## src/rtl/pcd_pkg.sv

```systemverilog
package pcd_pkg;

  localparam int ENTRY_INDEX_W  = 6;
  localparam int ENTRY_LENGTH_W = 5;
  localparam int ENTRY_CODE_W   = 29;
  localparam int STREAM_WORD_W  = 32;
  localparam int VALID_BITS_W   = 6;
  localparam int SYMBOL_INDEX_W = 6;
  localparam int ENTRIES_W      = 7;

  // table depth and stream word width follow the index and word fields
  localparam int TABLE_DEPTH    = 64;
  localparam int WORD_BITS      = 32;

  localparam logic [ENTRIES_W-1:0] ENTRIES_RESET = 7'd64;

  // func codes
  localparam logic FUNC_LOAD   = 1'b0;
  localparam logic FUNC_DECODE = 1'b1;

  typedef struct packed {
    logic                      func;
    logic [ENTRY_INDEX_W-1:0]  entry_index;
    logic [ENTRY_LENGTH_W-1:0] entry_length;
    logic [ENTRY_CODE_W-1:0]   entry_code;
    logic [STREAM_WORD_W-1:0]  stream_word;
    logic [VALID_BITS_W-1:0]   valid_bits;
  } pcd_in_t;

  typedef struct packed {
    logic [SYMBOL_INDEX_W-1:0] symbol_index;
    logic                      no_match_error;
    logic                      last;
  } pcd_out_t;

  typedef struct packed {
    logic [ENTRY_LENGTH_W-1:0] length;
    logic [ENTRY_CODE_W-1:0]   code;
  } pcd_entry_t;

  // sequencer -> result stage
  typedef struct packed {
    logic                      req;    // new result ready
    logic                      flush;  // word finished
    logic [SYMBOL_INDEX_W-1:0] symbol_index;
    logic                      no_match_error;
  } pcd_res_req_t;

endpackage

```

## src/rtl/pcd_table_ram.sv

```systemverilog
module pcd_table_ram #(
  parameter int DEPTH = 64
) (
  input  logic                              clk,
  input  logic                              wr_en,
  input  logic [$clog2(DEPTH)-1:0]          wr_addr,
  input  pcd_pkg::pcd_entry_t               wr_data,
  input  logic [$clog2(DEPTH)-1:0]          rd_addr,
  output pcd_pkg::pcd_entry_t               rd_data
);
  import pcd_pkg::*;

  pcd_entry_t mem [DEPTH];
  pcd_entry_t rd_data_r;

  always_ff @(posedge clk) begin
    if (wr_en) begin
      mem[wr_addr] <= wr_data;
    end
  end

  always_ff @(posedge clk) begin
    rd_data_r <= mem[rd_addr];
  end

  assign rd_data = rd_data_r;

endmodule

```

## src/rtl/pcd_match.sv

```systemverilog
module pcd_match #(
  parameter int MAX_CODE_LEN = 29
) (
  input  pcd_pkg::pcd_entry_t                entry,
  input  logic [MAX_CODE_LEN-1:0]            acc,
  input  logic [$clog2(MAX_CODE_LEN+1)-1:0]  cnt,
  output logic                               hit
);
  import pcd_pkg::*;

  localparam int CNT_W = $clog2(MAX_CODE_LEN + 1);
  localparam int CW    = (ENTRY_CODE_W > MAX_CODE_LEN) ? ENTRY_CODE_W : MAX_CODE_LEN;
  localparam int LW    = (ENTRY_LENGTH_W > CNT_W) ? ENTRY_LENGTH_W : CNT_W;

  logic [CW-1:0] code_ext;
  logic [CW-1:0] acc_ext;
  logic [CW-1:0] mask;
  logic          len_ok;

  // code bits above the entry length are don't-care
  always_comb begin
    code_ext = CW'(entry.code);
    acc_ext  = CW'(acc);
    mask     = ~({CW{1'b1}} << cnt);
    len_ok   = (entry.length != '0) && (LW'(entry.length) == LW'(cnt));
    hit      = len_ok && ((code_ext & mask) == acc_ext);
  end

endmodule

```

## src/rtl/pcd_out_stage.sv

```systemverilog
module pcd_out_stage (
  input  logic                  clk,
  input  logic                  rst_n,
  input  pcd_pkg::pcd_res_req_t req,
  output logic                  done,
  output logic                  out_valid,
  input  logic                  out_stall,
  output pcd_pkg::pcd_out_t     out_data
);
  import pcd_pkg::*;

  // one result is held back until it is known whether it ends the word
  logic                      hold_vld_r;
  logic [SYMBOL_INDEX_W-1:0] hold_idx_r;
  logic                      hold_err_r;
  logic                      out_valid_r;
  pcd_out_t                  out_data_r;
  logic                      slot_free;
  logic                      push;

  always_comb begin
    slot_free = !out_valid_r || !out_stall;
    done      = (req.req || req.flush) && (!hold_vld_r || slot_free);
    push      = hold_vld_r && slot_free && (req.req || req.flush);
  end

  always_ff @(posedge clk) begin
    if (!rst_n) begin
      hold_vld_r  <= 1'b0;
      out_valid_r <= 1'b0;
    end else begin
      if (push) begin
        out_valid_r <= 1'b1;
      end else if (out_valid_r && !out_stall) begin
        out_valid_r <= 1'b0;
      end
      if (done && req.req) begin
        hold_vld_r <= 1'b1;
      end else if (done && req.flush) begin
        hold_vld_r <= 1'b0;
      end
    end
  end

  always_ff @(posedge clk) begin
    if (push) begin
      out_data_r.symbol_index   <= hold_idx_r;
      out_data_r.no_match_error <= hold_err_r;
      out_data_r.last           <= req.flush;
    end
    if (done && req.req) begin
      hold_idx_r <= req.symbol_index;
      hold_err_r <= req.no_match_error;
    end
  end

  assign out_valid = out_valid_r;
  assign out_data  = out_data_r;

endmodule

```

## src/rtl/prefix_code_table_decoder_core.sv

```systemverilog
// Prefix-code decoder with a loadable code table. A load transaction (func = 0)
// writes one table entry (length, right-aligned code) and clears the bit
// accumulator. A decode transaction (func = 1) brings a stream word whose
// leading valid_bits bits are consumed MSB first. Each bit is appended to the
// accumulator, then the table is scanned from entry 0 upward through one read
// port and one comparator, one entry per cycle; the first entry whose length
// and code match is emitted as symbol_index and the accumulator clears.
// Reaching MAX_CODE_LEN bits without a match emits an error result
// (no_match_error = 1, symbol_index = 0). The last result of a word has
// last = 1; a word that yields nothing emits nothing. The scan for each stream
// bit covers up to min(entries_in_use, TABLE_DEPTH) entries; a hit ends the
// scan at the matching entry. A result waits while the output is stalled.
// in_stall is high for the whole decode. Table entries hold no reset value:
// every entry that can be searched must be loaded before decoding.
// entries_in_use may only be written while the block is idle.
module prefix_code_table_decoder_core #(
  parameter int MAX_CODE_LEN = 29
) (
  input  logic                                clk,
  input  logic                                rst_n,
  // input channel
  input  logic                                in_valid,
  output logic                                in_stall,
  input  pcd_pkg::pcd_in_t                    in_data,
  // result channel
  output logic                                out_valid,
  input  logic                                out_stall,
  output pcd_pkg::pcd_out_t                   out_data,
  // configuration: entries_in_use
  input  logic                                cfg_we,
  input  logic [pcd_pkg::ENTRIES_W-1:0]       cfg_wdata
);
  import pcd_pkg::*;

  localparam int IDX_W = $clog2(TABLE_DEPTH);
  localparam int LIM_W = $clog2(TABLE_DEPTH + 1);
  localparam int CNT_W = $clog2(MAX_CODE_LEN + 1);
  localparam int REM_W = $clog2(WORD_BITS + 1);

  // sequencer states
  localparam logic [2:0] S_IDLE  = 3'd0;
  localparam logic [2:0] S_BIT   = 3'd1;  // append next stream bit
  localparam logic [2:0] S_SCAN  = 3'd2;  // compare one entry per cycle
  localparam logic [2:0] S_RES   = 3'd3;  // hand result to output stage
  localparam logic [2:0] S_FLUSH = 3'd4;  // word done, release held result

  logic [2:0]                state_r, state_nxt;
  logic [WORD_BITS-1:0]      word_r, word_nxt;
  logic [REM_W-1:0]          rem_r, rem_nxt;
  logic [MAX_CODE_LEN-1:0]   acc_r, acc_nxt;
  logic [CNT_W-1:0]          cnt_r, cnt_nxt;
  logic [IDX_W-1:0]          cmp_idx_r, cmp_idx_nxt;
  logic [SYMBOL_INDEX_W-1:0] res_idx_r, res_idx_nxt;
  logic                      res_err_r, res_err_nxt;
  logic [ENTRIES_W-1:0]      entries_r;

  logic [LIM_W-1:0]          lim;
  logic                      in_acc;
  logic                      ram_we;
  logic [IDX_W-1:0]          ram_rd_addr;
  pcd_entry_t                ram_wdata;
  pcd_entry_t                ram_rdata;
  logic                      hit;
  logic                      scan_last;
  pcd_res_req_t              res_req;
  logic                      res_done;

  // ---------------------------------------------------------------------------
  // Configuration register
  // ---------------------------------------------------------------------------
  always_ff @(posedge clk) begin
    if (!rst_n) begin
      entries_r <= ENTRIES_RESET;
    end else if (cfg_we) begin
      entries_r <= cfg_wdata;
    end
  end

  // entries searched, saturated at the table depth
  always_comb begin
    if (int'(entries_r) > TABLE_DEPTH) begin
      lim = LIM_W'(TABLE_DEPTH);
    end else begin
      lim = LIM_W'(entries_r);
    end
  end

  // ---------------------------------------------------------------------------
  // Table memory and shared comparator
  // ---------------------------------------------------------------------------
  assign in_stall = (state_r != S_IDLE);
  assign in_acc   = in_valid && !in_stall;

  // loads past the table depth are dropped
  assign ram_we    = in_acc && (in_data.func == FUNC_LOAD) &&
                     (int'(in_data.entry_index) < TABLE_DEPTH);
  assign ram_wdata = '{length: in_data.entry_length, code: in_data.entry_code};

  // scan reads run one entry ahead of the compare
  assign ram_rd_addr = (state_r == S_SCAN) ? cmp_idx_r + 1'b1 : '0;

  pcd_table_ram #(
    .DEPTH (TABLE_DEPTH)
  ) u_ram (
    .clk     (clk),
    .wr_en   (ram_we),
    .wr_addr (IDX_W'(in_data.entry_index)),
    .wr_data (ram_wdata),
    .rd_addr (ram_rd_addr),
    .rd_data (ram_rdata)
  );

  pcd_match #(
    .MAX_CODE_LEN (MAX_CODE_LEN)
  ) u_match (
    .entry (ram_rdata),
    .acc   (acc_r),
    .cnt   (cnt_r),
    .hit   (hit)
  );

  assign scan_last = (lim == '0) || ((LIM_W'(cmp_idx_r) + LIM_W'(1)) == lim);

  // ---------------------------------------------------------------------------
  // Sequencer
  // ---------------------------------------------------------------------------
  always_comb begin
    state_nxt   = state_r;
    word_nxt    = word_r;
    rem_nxt     = rem_r;
    acc_nxt     = acc_r;
    cnt_nxt     = cnt_r;
    cmp_idx_nxt = cmp_idx_r;
    res_idx_nxt = res_idx_r;
    res_err_nxt = res_err_r;

    case (state_r)
      S_IDLE: begin
        if (in_acc) begin
          if (in_data.func == FUNC_LOAD) begin
            acc_nxt = '0;
            cnt_nxt = '0;
          end else begin
            word_nxt = WORD_BITS'(in_data.stream_word);
            if (int'(in_data.valid_bits) > WORD_BITS) begin
              rem_nxt = REM_W'(WORD_BITS);
            end else begin
              rem_nxt = REM_W'(in_data.valid_bits);
            end
            state_nxt = S_BIT;
          end
        end
      end
      S_BIT: begin
        if (rem_r == '0) begin
          state_nxt = S_FLUSH;
        end else begin
          acc_nxt     = {acc_r[MAX_CODE_LEN-2:0], word_r[WORD_BITS-1]};
          cnt_nxt     = cnt_r + 1'b1;
          word_nxt    = word_r << 1;
          rem_nxt     = rem_r - 1'b1;
          cmp_idx_nxt = '0;
          state_nxt   = S_SCAN;
        end
      end
      S_SCAN: begin
        if (hit && (lim != '0)) begin
          // lowest matching entry wins
          res_idx_nxt = SYMBOL_INDEX_W'(cmp_idx_r);
          res_err_nxt = 1'b0;
          acc_nxt     = '0;
          cnt_nxt     = '0;
          state_nxt   = S_RES;
        end else if (scan_last) begin
          if (cnt_r == CNT_W'(MAX_CODE_LEN)) begin
            res_idx_nxt = '0;
            res_err_nxt = 1'b1;
            acc_nxt     = '0;
            cnt_nxt     = '0;
            state_nxt   = S_RES;
          end else begin
            state_nxt = S_BIT;
          end
        end else begin
          cmp_idx_nxt = cmp_idx_r + 1'b1;
        end
      end
      S_RES: begin
        if (res_done) begin
          state_nxt = S_BIT;
        end
      end
      S_FLUSH: begin
        if (res_done) begin
          state_nxt = S_IDLE;
        end
      end
      default: begin
        state_nxt = S_IDLE;
      end
    endcase
  end

  always_ff @(posedge clk) begin
    if (!rst_n) begin
      state_r <= S_IDLE;
      acc_r   <= '0;
      cnt_r   <= '0;
    end else begin
      state_r <= state_nxt;
      acc_r   <= acc_nxt;
      cnt_r   <= cnt_nxt;
    end
  end

  always_ff @(posedge clk) begin
    word_r    <= word_nxt;
    rem_r     <= rem_nxt;
    cmp_idx_r <= cmp_idx_nxt;
    res_idx_r <= res_idx_nxt;
    res_err_r <= res_err_nxt;
  end

  // ---------------------------------------------------------------------------
  // Result stage: holds one result back to set last, then registers it out
  // ---------------------------------------------------------------------------
  always_comb begin
    res_req.req            = (state_r == S_RES);
    res_req.flush          = (state_r == S_FLUSH);
    res_req.symbol_index   = res_idx_r;
    res_req.no_match_error = res_err_r;
  end

  pcd_out_stage u_out (
    .clk       (clk),
    .rst_n     (rst_n),
    .req       (res_req),
    .done      (res_done),
    .out_valid (out_valid),
    .out_stall (out_stall),
    .out_data  (out_data)
  );

  // ---------------------------------------------------------------------------
  // Assertions
  // ---------------------------------------------------------------------------
  a_cnt_bound: assert property (@(posedge clk) disable iff (!rst_n)
    cnt_r <= CNT_W'(MAX_CODE_LEN))
    else $error("accumulator count beyond max code length");

  a_acc_clean: assert property (@(posedge clk) disable iff (!rst_n)
    (acc_r >> cnt_r) == '0)
    else $error("accumulator holds bits above its count");

  a_load_clears: assert property (@(posedge clk) disable iff (!rst_n)
    (in_acc && (in_data.func == FUNC_LOAD)) |=> (cnt_r == '0) && (state_r == S_IDLE))
    else $error("load did not clear the accumulator");

  a_res_after_clear: assert property (@(posedge clk) disable iff (!rst_n)
    (state_r == S_RES) |-> (cnt_r == '0) && (acc_r == '0))
    else $error("result issued without clearing the accumulator");

endmodule
```

## config.mk

```make
export PLATFORM = sky130hd
export DESIGN_NAME = prefix_code_table_decoder_core
export DESIGN_NICKNAME = d
export VERILOG_FILES = /design/src/rtl/pcd_pkg.sv /design/src/rtl/pcd_table_ram.sv /design/src/rtl/pcd_match.sv /design/src/rtl/pcd_out_stage.sv /design/src/rtl/prefix_code_table_decoder_core.sv
export SDC_FILE = /design/constraint.sdc
export NUM_CORES = 2
export LEC_CHECK = 0
export BUFFER_PORTS_ARGS = -buffer_cell sky130_fd_sc_hd__buf_2
export CAP_MARGIN = 15
export CORE_UTILIZATION = 28
export CTS_CLUSTER_DIAMETER = 120
export CTS_CLUSTER_SIZE = 14
export DETAILED_ROUTE_END_ITERATION = 10
export GPL_ROUTABILITY_DRIVEN = 0
export SLEW_MARGIN = 30
export SYNTH_ARGS = -nofsm -noshare
export SYNTH_HDL_FRONTEND = slang
export SYNTH_HIERARCHICAL = 1
export SYNTH_SLANG_ARGS = --single-unit
export TNS_END_PERCENT = 20
```

## constraint.sdc

```tcl
create_clock -name clk -period 3.9 [get_ports clk]
set_clock_uncertainty 0.05 [all_clocks]
set_input_delay 0.39 -clock clk [delete_from_list [all_inputs] [get_ports clk]]
set_output_delay 0.39 -clock clk [all_outputs]
set_load 0.05 [all_outputs]
```

==> flow_summary.yaml <==
power:
  power_uw: 59220
  vdd_drop_max_mv: 0.5311
  intPower_uw: 42470
  power_frac_seq: 0.480
  p_sw_uw: 16740
  power_frac_clock: 0.291
  power_density_mw_per_mm2: 566.5
  p_comb_frac: 0.229
  swShare: 0.2827
  p_leak_uw: 0.03117
die:
  io_pins: 101
  floorplan.initialDensity: 0.2819
  core_area_mm2: 0.3183
  die_y_um: 568.1
  fp-row-count: 207
  die_area_mm2: 0.3228
  dieWidth_um: 568.1
clock_tree:
  cts_buffers: 184
  clock_path_buffers: 3
  clk_latency_ns: 0.84
  cts_tree: "built"
  htree_levels: 4
  cts-root-buf: "clkbuf_16"
  clkSlewWorstSetupHoldPaths_ns: 0.07
  clock-sinks: 2322
finish:
  drive_gt1_frac: 0.2607
  nets: 4918
  area_growth_pct: 16.48
  final_common_cell: "edfxtp_1"
  stdcell_count: 9098
  most-common-layout-cells: "2242 x edfxtp_1, 472 x mux4_2, 244 x buf_4"
detailed_routing:
  drtIter0Drc: 5251
  wl_per_cell_um: 26.92
  vias: 45974
  drc: 0
  drt-met1-wl_um: 100800
  ant_nets: 0
  wl_met2_um: 119000
  drt-total-wl_um: 245000
  wl_met3_um: 19260
  drt_pass1_iterations: 6
  routed_via_density: 5.053
  highest_layer: "met5"
synth:
  synth_xor_area_frac: 0.003221
  syn_area_per_cell_um2: 20.51
  synth_cell_types: 78
  synth-compound-area-share: 0.03207
  synth_top_family_by_area: "multiplexers"
  yosys.area_share.adder: 0.0005577
  yosysSeqAreaShare: 0.7680
  synth_area_mm2: 0.08974
  synth_mux_area_frac: 0.1464
  synthSimpleGateAreaFrac: 0.03363
  ys.flop_type: "edfxtp_1"
  synth_nets: 4470
  ys_warn_count: 6
  async_flop_share: 0
  synth_seq_cells: 2322
  synth_cells: 4375
  synth_edf_count: 2242
worst_setup_path:
  cp-start-kind: "flip-flop"
  crit_slowest_cell: "edfxtp_1"
  worstPathCellList: "ha_1 > nand3_4 > xor2_1 > nor2_4 > nor2_1 > buf_4 > buf_4 > nand4_1 > and3_1 > buf_4"
  crit_path_max_fanout: 10
  cp.arrival_ns: 4.54
  r2r_end: "u_ram/rd_data[21]"
  cp_num_buf_inv: 3
  r2r_slack_ns: 0.04
  critical-path-top-delay-family: "simple AND/OR/NAND/NOR gates"
  rr_startpoint: "cmp_idx_r[0]"
  end_kind: "flip-flop"
  slowest_delay_ns: 0.53
  r2r_cells: 10
  path_common_cell: "buf_4"
  worstPathRequired_ns: 4.58
  worstSetupPathType: "flip-flop to flip-flop"
worst_hold_path:
  min_to: "u_ram/mem[48][12]"
  min_from: "in_data[50]"
  hold_depth: 1
  hold_class: "primary input to flip-flop"
place:
  portBuffers: 100
  place_hpwl_um: 151100
  placed_cells: 8748
  dp_slack_ns: -0.1695
global_routing:
  globalRoute.totalOverflow: 0
  grt_pass1_wl_um: 345700
  grt_max_degree: 65
  antenna_found_initial: 33
  grt_usage: 0.1489
  first_global_vias: 46300
timing:
  worst_pin_slew_ns: 0.9734
  hold_viol_final: 0
  min_period_over_period: 0.9889
  slew_headroom: 0.3510
  tns_ns: 0
  period_minus_slack_ns: 3.857
  rsz0062_at_grt: "false"
  fmax_mhz: 259.3
  drv_slew: 0
  finalSetupViolations: 0
  hold_ws_ns: 0.01862
  setup_ws_ns: 0.04316
flow_run:
  maxCapViolations: 0
status:
  outcome: "finished, final reports clean"
-- sequential cells by signal, summed over array words and instances, names as in the netlist, 5 cells and up --
signal and cells:
entries_r 7, res_idx_r 6, rem_r 6, word_r 32, u_ram/mem 2176, u_out/out_data 8, u_ram/rd_data 34, u_out/hold_idx_r 6
cmp_idx_r 6, acc_r 29, cnt_r 5
-- metrics by stage --
step / util / area (µm²)
floorplan: - / 89750
global placement: 0.3098 / 98620
detailed placement: 0.3098 / 98620
CTS: 0.3281 / 104400
global route: 0.3283 / 104500
finish: 0.3284 / 104500
-- worst max-delay path by stage --
stage | end | from | cells past startpoint
CTS | u_ram/rd_data[21] | state_r[1] | 11
detailed placement | u_ram/rd_data[22] | state_r[1] | 11
global placement | u_ram/rd_data[23] | state_r[1] | 11
finish | u_ram/rd_data[21] | cmp_idx_r[0] | 10
floorplan | u_ram/mem[49][0] | state_r[0] | 7
global route | u_ram/rd_data[21] | cmp_idx_r[0] | 10
-- worst reg2reg max path: stages (launching register included) --
cell      delay (ns)
edfxtp_1        0.53
ha_1            0.36
nand3_4         0.14
xor2_1          0.39
nor2_4          0.23
nor2_1          0.47
buf_4           0.30
buf_4           0.26
nand4_1         0.48
and3_1          0.41
buf_4           0.13
-- metal layers --
metal,vias to the layer above,track usage
met1,24734,0.1989
met5,-,0
met4,14,0.03650
met3,333,0.03074
met2,1891,0.2472
li1,19002,-
-- power by group through the flow --
stage	Sequential, µW	Clock, µW	Combinational (µW)
4_1_cts	28400	17500	13600
6_report	28400	17200	13600
3_5_place_dp	29000	0	13400
2_1_floorplan	28700	0	7880
5_1_grt	28400	18400	14200
3_3_place_gp	28900	0	13300
-- synthesized netlist by cell type (all sizes together), types with 55 or more instances --
cell type | instances | area share
mux2i | 188 | 0.021
buf | 143 | 0.010
nor2 | 118 | 0.0049
dfxtp | 80 | 0.018
nand2 | 222 | 0.0093
nand3 | 111 | 0.0063
o22ai | 86 | 0.0060
mux4 | 472 | 0.12
clkbuf | 110 | 0.0046
mux2 | 55 | 0.0069
a22oi | 57 | 0.0048
edfxtp | 2242 | 0.75
-- final cells by class --
cell class | instances | area (µm²)
Clock inverter | 11 | 152.6
Antenna cell | 8 | 20.02
Inverter | 25 | 93.84
Clock buffer | 262 | 4961
Timing Repair Buffer | 515 | 5182
Sequential cell | 2322 | 68930
Tap cell | 4180 | 5230
Multi-Input combinational cell | 1775 | 19960
Fill cell | 29769 | 213800
-- logic make-up (layout without fill, tap and decap cells) --
logic type | Yosys count | after routing
XOR/XNOR | 33 | 33
flip-flops | 2322 | 2322
adder cells (fa/ha/maj) | 4 | 4
AO/OA/AOI/OAI | 391 | 391
multiplexers | 715 | 715
buffers and inverters | 278 | 813
other | 0 | 8
AND/OR/NAND/NOR | 632 | 632
-- timing repair --
item                                    4_1_cts  5_1_grt
gates resized for setup                       5       10
endpoints found under the setup margin        5        5
setup buffers                                 0        0
hold buffers                                 68        1
cloned                                        0        0
pin swaps                                     0        3
hold endpoints to repair                    203        3
No activity file was read; power rests on OpenSTA's default activity.
